$ cat src/rtl/lda_pkg.sv
// Shared types and codes of the line density accumulator.
`timescale 1ns / 1ps
package lda_pkg;

    localparam logic CMD_DRAW = 1'b0;
    localparam logic CMD_READ = 1'b1;

    localparam logic STATUS_OK       = 1'b0;
    localparam logic STATUS_REVERSED = 1'b1;

    localparam logic REG_WIDTH  = 1'b0;
    localparam logic REG_HEIGHT = 1'b1;

    localparam int CFG_BITS = 9;

    typedef struct packed {
        logic load;      // latch the accepted item
        logic mul;       // register level products
        logic setup;     // prepare line walk
        logic rd_cell;   // read the current line cell
        logic wr_cell;   // write back and step
        logic rd_read;   // read the cell of a read item
        logic cap_read;  // capture the read data
        logic clr_wr;    // clear one entry
        logic out_load;  // move result to the output register
    } lda_cmd_t;

    typedef struct packed {
        logic is_read;
        logic reversed;
        logic slice_ok;
        logic line_done;
        logic clr_last;
    } lda_stat_t;

endpackage

$ cat src/rtl/lda_ctrl.sv
// Sequencer of the line density accumulator.
`timescale 1ns / 1ps
module lda_ctrl (
    input  logic               clk,
    input  logic               rst_n,
    input  logic               s_tvalid,
    output logic               s_tready,
    output logic               m_tvalid,
    input  logic               m_tready,
    input  lda_pkg::lda_stat_t stat,
    output lda_pkg::lda_cmd_t  cmd
);

    typedef enum logic [8:0] {
        ST_CLEAR = 9'b000000001,
        ST_IDLE  = 9'b000000010,
        ST_MUL   = 9'b000000100,
        ST_SETUP = 9'b000001000,
        ST_LRD   = 9'b000010000,
        ST_LWR   = 9'b000100000,
        ST_RDA   = 9'b001000000,
        ST_RDD   = 9'b010000000,
        ST_DONE  = 9'b100000000
    } state_t;

    state_t state_reg, state_next;
    logic   valid_reg, valid_next;

    assign s_tready = (state_reg == ST_IDLE);
    assign m_tvalid = valid_reg;

    always_comb
    begin
        state_next = state_reg;
        cmd        = '0;
        unique case (state_reg)
            ST_CLEAR:
            begin
                cmd.clr_wr = 1'b1;
                if (stat.clr_last)
                begin
                    state_next = ST_IDLE;
                end
            end
            ST_IDLE:
            begin
                if (s_tvalid)
                begin
                    cmd.load   = 1'b1;
                    state_next = ST_MUL;
                end
            end
            ST_MUL:
            begin
                cmd.mul = 1'b1;
                if (stat.is_read)
                begin
                    state_next = ST_RDA;
                end
                else if (stat.reversed || !stat.slice_ok)
                begin
                    state_next = ST_DONE;
                end
                else
                begin
                    state_next = ST_SETUP;
                end
            end
            ST_SETUP:
            begin
                cmd.setup  = 1'b1;
                state_next = ST_LRD;
            end
            ST_LRD:
            begin
                if (stat.line_done)
                begin
                    state_next = ST_DONE;
                end
                else
                begin
                    cmd.rd_cell = 1'b1;
                    state_next  = ST_LWR;
                end
            end
            ST_LWR:
            begin
                cmd.wr_cell = 1'b1;
                state_next  = ST_LRD;
            end
            ST_RDA:
            begin
                cmd.rd_read = 1'b1;
                state_next  = ST_RDD;
            end
            ST_RDD:
            begin
                cmd.cap_read = 1'b1;
                state_next   = ST_DONE;
            end
            ST_DONE:
            begin
                // hold until the output register frees up
                if (!valid_reg || m_tready)
                begin
                    cmd.out_load = 1'b1;
                    state_next   = ST_IDLE;
                end
            end
            default:
            begin
                state_next = ST_CLEAR;
            end
        endcase
    end

    always_comb
    begin
        valid_next = valid_reg;
        if (cmd.out_load)
        begin
            valid_next = 1'b1;
        end
        else if (m_tready)
        begin
            valid_next = 1'b0;
        end
    end

    always_ff @(posedge clk or negedge rst_n)
    begin
        if (!rst_n)
        begin
            state_reg <= ST_CLEAR;
            valid_reg <= 1'b0;
        end
        else
        begin
            state_reg <= state_next;
            valid_reg <= valid_next;
        end
    end

endmodule

$ cat config.mk
export PLATFORM = sky130hd
export DESIGN_NAME = lda_ctrl
export DESIGN_NICKNAME = d
export VERILOG_FILES = /design/src/rtl/lda_pkg.sv /design/src/rtl/lda_ctrl.sv
export SDC_FILE = /design/constraint.sdc
export NUM_CORES = 1
export LEC_CHECK = 0
export BUFFER_PORTS_ARGS = -buffer_cell sky130_fd_sc_hd__buf_4
export CAP_MARGIN = 30
export CORE_MARGIN = 2
export CORE_UTILIZATION = 49
export CTS_CLUSTER_SIZE = 40
export DETAILED_ROUTE_END_ITERATION = 12
export PLACE_DENSITY = 0.83
export SETUP_SLACK_MARGIN = 0.05
export SYNTH_ARGS = -nofsm -noshare
export SYNTH_HDL_FRONTEND = slang
export SYNTH_SLANG_ARGS = --single-unit
export TNS_END_PERCENT = 30
$ cat constraint.sdc
create_clock -name clk -period 1.7 [get_ports clk]
set_input_delay 0.34 -clock clk [delete_from_list [all_inputs] [get_ports clk]]
set_output_delay 0.34 -clock clk [all_outputs]
set_load 0.01 [all_outputs]
# Word-level counts from Yosys, hierarchy flattened
# Index checks and enable logic that the tools add are counted.
[totals]
n_memories = 0
latchBits = 0
input_bits = 9
ff_bits = 10
ram_bits = 0
mem_bits_ro = 0
out_inout_bits = 11
[op_classes]
mul = 0
mux = 21
order_cmp = 0
n_shift = 0
add_sub_neg = 0
reduce_logical = 7
n_eq_ne = 12
n_bitwise = 0
n_div = 0
[op_table]
columns = ["op", "n"]
rows = [
  ["9-bit case mux with 8 select lines", 1],
  ["9-bit two-way mux", 6],
  ["1-bit two-way mux", 14],
  ["9-bit by 1-bit == test with 1-bit output (second input constant)", 1],
  ["9-bit by 2-bit == test with 1-bit output (second input constant)", 1],
  ["9-bit by 3-bit == test with 1-bit output (second input constant)", 1],
  ["9-bit by 4-bit == test with 1-bit output (second input constant)", 1],
  ["9-bit by 5-bit == test with 1-bit output (second input constant)", 1],
  ["9-bit by 6-bit == test with 1-bit output (second input constant)", 1],
  ["9-bit by 7-bit == test with 1-bit output (second input constant)", 1],
  ["9-bit by 8-bit == test with 1-bit output (second input constant)", 1],
  ["9-bit == test (second input constant)", 1],
  ["2-bit != test (second input constant)", 3],
  ["3-bit AND reduction", 1],
  ["1-bit zero test", 2],
  ["1-bit logical OR", 2],
  ["2-bit nonzero test", 1],
  ["2-bit OR reduction", 1],
]

# Longest topological paths before layout
[logic_depth]
depth_word = 5
mapped_depth = 5
ltp_nobuf = 4

# Least setup slack after synthesis
# No wires, ideal clock.
[synth_path]
path_type = "reg2out"
startpoint = "register state_reg[4]"
endpoint = "output port cmd[3] in the netlist's numbering"
path_slack_ns = -0.012
arrival_ns = 1.372
n_path_buf = 1
required_ns = 1.360
stages_incl_launch_ff = 6
path_cell_list = "dfrtp_1 > buf_6 > nor3_1 > and2_1 > nand2_1 > nor3b_1"
[synth_lines]
columns = ["item", "line_no", "source"]
rows = [
  ["from (decl)", "lda_ctrl.sv:26", "state_t state_reg, state_next;"],
  ["from (signal assigned)", "lda_ctrl.sv:139", "state_reg <= state_next;"],
  ["to (decl)", "lda_ctrl.sv:11", "output lda_pkg::lda_cmd_t cmd"],
]

==> results.md <==
- Outcome: complete, but fails checks
- Failing checks: negative setup slack
- Final Cycle Share: 112.4%
- Fmax: 523.4 MHz
- Pre-Repair DR Iteration Count: 4
- Worst EP arrival: between 1500 and 2000 ps
- Post-Route WL: roughly 1800 µm
- Worst hold path class: input pin to flop
- Total gr overflow: 0
- First-pass GRT wire length: between 2000 and 3000 µm
- Sequential-to-total area share from yosys stat: 37.43%
- Num rows: 13
- Most frequent cell after synthesis: dfrtp_1
- Final hold viol count: 0
- Static Leak: between 0.4 and 0.5 nW
- Slowest cell on crit path: dfrtp_1
- Clk_lat worst skew: roughly 260 ps
- WS Path Type: flop to output port
- Yosys reg bits: 10
- Pwr/cell area: slightly above 1000 nW/µm²
- Slew Limit Fails: 0
- Initial antenna violation count: 0
- CTS Buf Count: 3
- Setup TNS: -1239 ps
- RSZ-0062 raised after global routing: true
- Slew headroom: between 70% and 80%
- Die height: 41.03 µm
- Detail Route Antenna Nets: 0
- Largest net degree at the start of global routing: 11
- Largest stage delay, worst path: 440 ps
- WL per Instance: 15.65 µm
- Synth area leader: dfrtp_1
- Core box area: 1285 µm²
- Clock slew at reported path FFs: approximately 70 ps
- Critical Path RT: around 1400 ps
- Ys Warns: 0
- Synthesized Nets: 80
- Cell Area, Synth: 671.9 µm²
- Max FFs per register: 9
- FFs w/ async S/R, synth: between 90% and 100%
- Vias in the first global route: ~610
- Area contributors post-synth: dfrtp_1, buf_6, nor3b_1
- Top FF cell, synth: dfrtp_1
- Synth-to-layout area growth: 44.51%
- Worst-Margin Slew: 323.7 ps
- Vias per cell: around 5.8
- # IOs: 20
- Die footprint: 1683 µm²
- Nets@finish: 112
- Critical Path Start Type: flop
- Gpl congestion: between 0.8 and 0.9
- Tot GR Track Use: approximately a quarter
- Ant diodes: 0
- Final setup fails: 10
- Final clock skew: 7.015 ps
- Longest Clk Path Bufs: 2
- CP Cell Sequence: nor4_4 -> and4b_4 -> and2_1 -> buf_4
- Die X: between 40 and 50 µm
- Final setup margin: -210.5 ps
- Post-synthesis cell type count: 32
- Worst Setup End Kind: output port
- IO Port Bufs: 19
- DP Wirelength: 1229 µm
- Layout cells sized above 1: 47.06%
- Final min period: approximately 1900 ps
- Multi-input gate area: 397.9 µm²
- H-tree depth: 1
- Reg area: between 200 and 300 µm²
- CTS Root Cell: clkbuf_4
- Mapped Cells: 71
- Max-cap violation count: 0
- Synth top cells by count: dfrtp_1, and2_1, nand3_1, nor3_1, nor3b_1
- Post-synth top area share: between 30% and 40%
- Hold_ws: between 200 and 300 ps
- Worst-path maximum fanout: 4
- Worst vdd rail ir drop: 0.8803 mV
- Initial Utilization: a little over half
- DRC: 0
- CTS sink cnt: 10
- CTS tree: built
- Via count: 680
- Syn_area_per_cell: between 9 and 10 µm²
- EDFF count, synth: 0
- Fillers: a little over 90
- 1st-iter DRT viols: 12
-- critical path: cells and delay by family (launching register included) --
kind                   cells  cell delay (ps)
buffers and inverters      1              120
DFF                        1              440
and+or+nand+nor            3              760
-- logic make-up (layout without fill, tap and decap cells) --
family          count (synthesis)  in the layout  share of synthesized area [%]
xor+xnor                        3              3                          3.911
buf+inv                         9             40                          9.682
compound gates                  8              8                          8.010
simple gates                   40             40                          39.48
flops                          10             10                          37.43
mux                             1              1                          1.490
-- through the flow --
step | std cells | total power [mW] | utilization [%] | worst slack, ps | area (µm²)
floorplan | 71 | 0.5320 | - | -11.99 | 671.9
global placement | 110 | 0.7230 | 67.09 | 98.44 | 862.1
detailed placement | 110 | 0.7340 | 67.09 | 67.92 | 862.1
CTS | 117 | 0.9532 | 73.90 | -170.0 | 949.7
global route | 117 | 1.049 | 75.56 | -307.5 | 970.9
finish | 117 | 0.9816 | 75.56 | -210.5 | 970.9
-- per-layer routing --
metal	vias to the layer above	global-route usage, %	wire (µm)
li1	321	-	-
met1	338	33.68	773
met2	19	43.36	971
met3	2	2.717	80
met4	0	5.833	6
met5	-	0	0
-- worst paths after layout --
check | endpoint | start | slack, ps | cells past startpoint
min in group asynchronous | state_reg[4] | rst_n | 440 | 2
min | state_reg[3] | stat[4] | 260 | 2
max | cmd[8] | state_reg[6] | -210 | 4
min reg2reg | m_tvalid | m_tvalid | 570 | 2
max reg2reg | state_reg[8] | state_reg[6] | 130 | 5
max in group asynchronous | state_reg[0] | rst_n | 1030 | 2
-- report_power, final --
part / internal [mW] / switching, mW / total (mW)
Sequential: 0.279 / 0.0532 / 0.332
Combinational: 0.259 / 0.220 / 0.479
Clock: 0.0905 / 0.0797 / 0.170
Total: 0.629 / 0.353 / 0.982
-- cell type report --
cell class	count	share of cell area, %
Tap cell	15	1.933
Clock buffer	4	2.706
Sequential cell	10	26.29
Multi-Input combinational cell	52	40.98
Timing Repair Buffer	33	26.93
Inverter	3	1.160
-- cells in the final DEF (no fill, tap or decap), types with 2 or more instances in the layout --
cell,netlist,routed
buf_4,2,29
dfrtp_1,9,6
nand3_1,4,4
nor4_1,3,3
nor2_1,3,3
inv_1,3,3
and2_1,4,3
nor2b_1,3,3
xor2_1,3,3
clkbuf_4,0,3
buf_6,3,3
dfrtp_2,0,3
and4b_1,2,2
nor3_4,0,2
and3_1,2,2
nor3b_2,0,2
nor3b_1,4,2
nor3_1,4,2
nand2b_1,2,2
o21ai_0,2,2
nand2_1,3,2
-- repair_timing --
action / 4_1_cts / 5_1_grt
hold buffers: 1 / 0
resized for setup: 10 / 5
setup buffers: 2 / 0
endpoints found under the hold margin: 9 / 0
setup endpoints to repair: 10 / 12
pin swaps: 3 / 1
No activity file was read; power rests on OpenSTA's default activity.
